## src/sv/qmr_pkg.sv

```systemverilog
`default_nettype none

package qmr_pkg;

    // Field widths
    localparam int ELEM_W = 32;
    localparam int QUAT_W = 16;
    localparam int ROT_W  = 26;   // rotation coefficients, hold 1 - 2(aa+bb) at 14 fraction bits
    localparam int PROD_W = ELEM_W + ROT_W;
    localparam int ACC_W  = PROD_W + 2;

    // Opcodes
    localparam logic OP_LOAD   = 1'b0;
    localparam logic OP_ROTATE = 1'b1;

    localparam logic [1:0] ROW_LAST = 2'd2;
    localparam logic [1:0] COL_LAST = 2'd2;

    // Quaternion component indexes
    typedef logic [1:0] t_qidx;
    localparam t_qidx Q_W = 2'd0;
    localparam t_qidx Q_X = 2'd1;
    localparam t_qidx Q_Y = 2'd2;
    localparam t_qidx Q_Z = 2'd3;

    // Doubled product order: xx yy zz xy xz yz wx wy wz
    localparam int D_XX = 0;
    localparam int D_YY = 1;
    localparam int D_ZZ = 2;
    localparam int D_XY = 3;
    localparam int D_XZ = 4;
    localparam int D_YZ = 5;
    localparam int D_WX = 6;
    localparam int D_WY = 7;
    localparam int D_WZ = 8;
    localparam logic [3:0] D_LAST = 4'd8;

    localparam t_qidx QA_SEL [0:8] = '{Q_X, Q_Y, Q_Z, Q_X, Q_X, Q_Y, Q_W, Q_W, Q_W};
    localparam t_qidx QB_SEL [0:8] = '{Q_X, Q_Y, Q_Z, Q_Y, Q_Z, Q_Z, Q_X, Q_Y, Q_Z};

    typedef struct packed {
        logic                     opcode;
        logic [1:0]               row_sel;
        logic signed [ELEM_W-1:0] elem_a;
        logic signed [ELEM_W-1:0] elem_b;
        logic signed [ELEM_W-1:0] elem_c;
        logic signed [QUAT_W-1:0] quat_w;
        logic signed [QUAT_W-1:0] quat_x;
        logic signed [QUAT_W-1:0] quat_y;
        logic signed [QUAT_W-1:0] quat_z;
    } t_in_item;

    typedef struct packed {
        logic [1:0]               out_row;
        logic signed [ELEM_W-1:0] out_a;
        logic signed [ELEM_W-1:0] out_b;
        logic signed [ELEM_W-1:0] out_c;
        logic                     saturated;
        logic                     last_row;
    } t_out_item;

    // MAC issue control
    typedef struct packed {
        logic vld;
        logic first;
        logic last;
    } t_mac_ctl;

endpackage

`default_nettype wire

```

## src/sv/qmr_mac.sv

```systemverilog
`default_nettype none

// Shared multiply-accumulate: product register, then accumulator.
// o_res_vld pulses when the accumulator holds a finished sum.
module qmr_mac import qmr_pkg::*; (
    input  wire                      i_clk,
    input  wire                      i_rst_n,
    input  t_mac_ctl                 i_ctl,
    input  wire signed [ELEM_W-1:0]  i_a,
    input  wire signed [ROT_W-1:0]   i_b,
    output logic signed [ACC_W-1:0]  o_acc,
    output logic                     o_res_vld
);

    logic signed [PROD_W-1:0] r_prod;
    t_mac_ctl                 r_pctl;
    logic signed [ACC_W-1:0]  r_acc;
    logic                     r_res_vld;

    always_ff @(posedge i_clk) begin
        if (!i_rst_n) begin
            r_pctl    <= '0;
            r_res_vld <= 1'b0;
        end else begin
            r_pctl    <= i_ctl;
            r_res_vld <= r_pctl.vld & r_pctl.last;
        end
        r_prod <= i_a * i_b;
        if (r_pctl.vld) begin
            r_acc <= (r_pctl.first ? '0 : r_acc)
                   + $signed({{(ACC_W-PROD_W){r_prod[PROD_W-1]}}, r_prod});
        end
    end

    assign o_acc     = r_acc;
    assign o_res_vld = r_res_vld;

endmodule

`default_nettype wire

```

## config.mk

```make
export PLATFORM = sky130hd
export DESIGN_NAME = qmr_mac
export DESIGN_NICKNAME = d
export VERILOG_FILES = /design/src/sv/qmr_pkg.sv /design/src/sv/qmr_mac.sv
export SDC_FILE = /design/constraint.sdc
export NUM_CORES = 2
export LEC_CHECK = 0
export BUFFER_PORTS_ARGS = -buffer_cell sky130_fd_sc_hd__buf_2
export CAP_MARGIN = 20
export CORE_ASPECT_RATIO = 1.2
export CORE_MARGIN = 5
export CORE_UTILIZATION = 30
export CTS_CLUSTER_DIAMETER = 60
export DETAILED_ROUTE_END_ITERATION = 12
export SYNTH_ARGS = -nofsm -noshare
export SYNTH_HDL_FRONTEND = slang
export SYNTH_SLANG_ARGS = --single-unit
export TNS_END_PERCENT = 1
```

## constraint.sdc

```tcl
create_clock -name i_clk -period 7.5 [get_ports i_clk]
set_clock_uncertainty 0.1 [all_clocks]
set_input_delay 0.375 -clock i_clk [delete_from_list [all_inputs] [get_ports i_clk]]
set_output_delay 0.375 -clock i_clk [all_outputs]
set_load 0.01 [all_outputs]
```

==> results.yml <==
route:
  drtAntennaViolNets: 0
  wirelength_um: 93650
  vias_per_cell: 4.625
  drc: 0
  drtIter0Drc: 1323
  vias: 25640
  routedWlPerCell_um: 16.89
  dr.pass1.iters: 6
yosys:
  syn_area_per_cell_um2: 9.354
  yosysWarnings: 0
  seq_area_frac_synth_pct: 8.461
  ys_top_cells_by_count: "896 x inv_1, 855 x fa_1, 496 x nand2_1"
  synth-main-ff-cell: "dfxtp_1"
  ys_top_cells_by_area: "fa_1 48%, inv_1 9.4%, ha_1 7.5%"
  async_reset_ff_share_pct: 0
  synthMostInstantiatedCell: "inv_1"
  ys_seq_elements: 122
  syn_inst: 3845
  synth.distinct_cells: 88
  synth.largest_area_cell: "fa_1"
  synth_area_mm2: 0.03597
  synthesis.nets: 4980
  synth_top_area_share_pct: 47.59
  synth_edf_count: 60
cts:
  clock_path_buffers: 2
  clock-sinks: 122
  cts_tree: "yes"
  cts_inserted_buffers: 17
  clk_latency_ns: 0.43
  cts.htree.levels: 4
  clockRootBuffer: "clkbuf_16"
  clk_pin_slew_ns: 0.06
  hold_buffers: 0
worst_setup_path:
  worst_ep_required_time_ns: 7.72
  end_kind: "register"
  r2r_start: "r_pctl[1]"
  startpoint_type: "primary input"
  worstPathArrival_ns: 7.31
  cp-startpoint: "i_b[7]"
  crit_type: "in -> reg"
  path_max_fanout: 24
global_route:
  grt_pass1_wl_um: 155600
  grt_pass1_vias: 29120
  antenna_found_initial: 13
  grt_overflow: 0
  grt_util_all_layers_pct: 15.36
  grt_max_degree: 61
timing:
  report.final.slew_viol_count: 0
  min_period_ns: 7.096
  fin_crit_sh_pct: 94.61
  worst_pin_slew_ns: 0.7213
  finalSetupViolCount: 0
  hold_violations: 0
  grt_setup_unrepaired: "no"
  max_freq_ghz: 0.1409
  maxSlewHeadroom_pct: 51.91
die:
  start_util_pct: 30.15
  dieArea_mm2: 0.1269
  core_mm2: 0.1193
  pin_count: 124
  die-height_um: 389.3
  die-width_um: 326.1
  row_count: 139
layout:
  drive_above_1_share_pct: 8.574
  nNetsFinal: 5111
  syn_to_final_growth_pct: 10.52
  fin_util_pct: 33.32
flow_run:
  cap_violations: 0
placement:
  port-buffer-count: 123
  globalplace.congestion: 0.8564
  dp_hpwl_um: 81200
min_path:
  hp-class: "in -> reg"
  worstHoldStart: "i_ctl[1]"
outcome:
  outcome: "completed"
cells in the final DEF (no fill, tap or decap), drive strengths merged, types with 20 or more instances in the layout:
cell,netlist,final
a21o,68,68
a21oi,108,108
and2,372,372
buf,6,277
clkbuf,159,20
dfxtp,62,62
edfxtp,60,60
fa,855,855
ha,217,217
inv,896,902
nand2,496,496
nand2b,20,20
nand4,24,24
nor2,78,78
nor2b,66,66
o21ai,51,51
o21bai,22,22
xnor2,89,89
xor2,29,29
per-stage QoR:
stage	setup TNS (ns)	cells	area, µm²	hold WS (ns)	setup slack (ns)
2_1_floorplan	0	3845	35970	0.3290	0.5260
3_3_place_gp	0	5508	39180	0.3341	0.05214
3_5_place_dp	-0.02128	5508	39180	0.3424	-0.02128
4_1_cts	0	5540	39740	0.03095	0.4220
5_1_grt	0	5542	39740	0.03365	0.03798
6_report	0	5544	39750	0.05909	0.4042
state kept, by name, summed over array words and instances, names as in the netlist:
register and cells:
o_acc 60, r_prod 58, r_pctl 3, o_res_vld 1
critical path: stages:
cell	delay, ns
buf_2	0.47
buf_4	0.22
nand2_1	0.06
fa_1	0.49
inv_1	0.07
fa_1	0.49
inv_1	0.06
fa_1	0.44
fa_1	0.52
fa_1	0.57
inv_1	0.05
fa_1	0.47
inv_1	0.05
fa_1	0.50
inv_1	0.05
ha_1	0.31
nand4_1	0.15
nor2_1	0.16
a211oi_1	0.09
nor4_1	0.31
o21ai_1	0.19
nand2_1	0.20
a31oi_1	0.13
buf_4	0.18
o31ai_2	0.38
mux2i_1	0.23
o211ai_1	0.09
cell families (layout without fill, tap and decap cells):
logic type	after synthesis	in the layout	share of synthesized area, %
muxes	4	4	0.1148
AOI/OAI and AO/OA	349	349	6.662
adders and majority gates	1072	1072	55.14
other	0	4	0
DFF	122	122	8.461
and+or+nand+nor	1118	1118	15.49
xor gates and xnor gates	118	118	2.874
buffers and inverters	1062	1206	11.26
timing repair:
action / CTS / global route
setup endpoints to repair: 0 / 1
buffers inserted: 0 / 0
gates resized for setup: 0 / 1
metal layers:
| metal | up-vias | part of all wire, % | GRT usage, % |
|---|---|---|---|
| met3 | 141 | 3.4 | 1.730 |
| met4 | 6 | 3.0 | 3.869 |
| met5 | - | 0.036 | 0 |
| met2 | 504 | 54 | 29.38 |
| met1 | 13330 | 40 | 18.28 |
| li1 | 11660 | - | - |
cell type report:
cell class / count / area [µm²]
Antenna cell: 4 / 10.01
Sequential cell: 122 / 3045
Clock buffer: 19 / 454.2
Fill cell: 12380 / 79560
Tap cell: 1551 / 1941
Inverter: 896 / 3363
Clock inverter: 13 / 106.4
Timing Repair Buffer: 278 / 1957
Multi-Input combinational cell: 2661 / 28870
path summary, 6_finish.rpt:
path | slack, ns | depth (start not counted) | to
hold / removal | 0.06 | 2 | r_pctl[1]
setup / recovery | 0.40 | 27 | r_prod[54]
hold reg to reg | 0.35 | 1 | o_res_vld
setup reg to reg | 2.92 | 13 | o_acc[56]
Power is left out: the tool's default activity adds up to more than one toggle a clock period on the data nets, which glitch-free logic cannot reach.
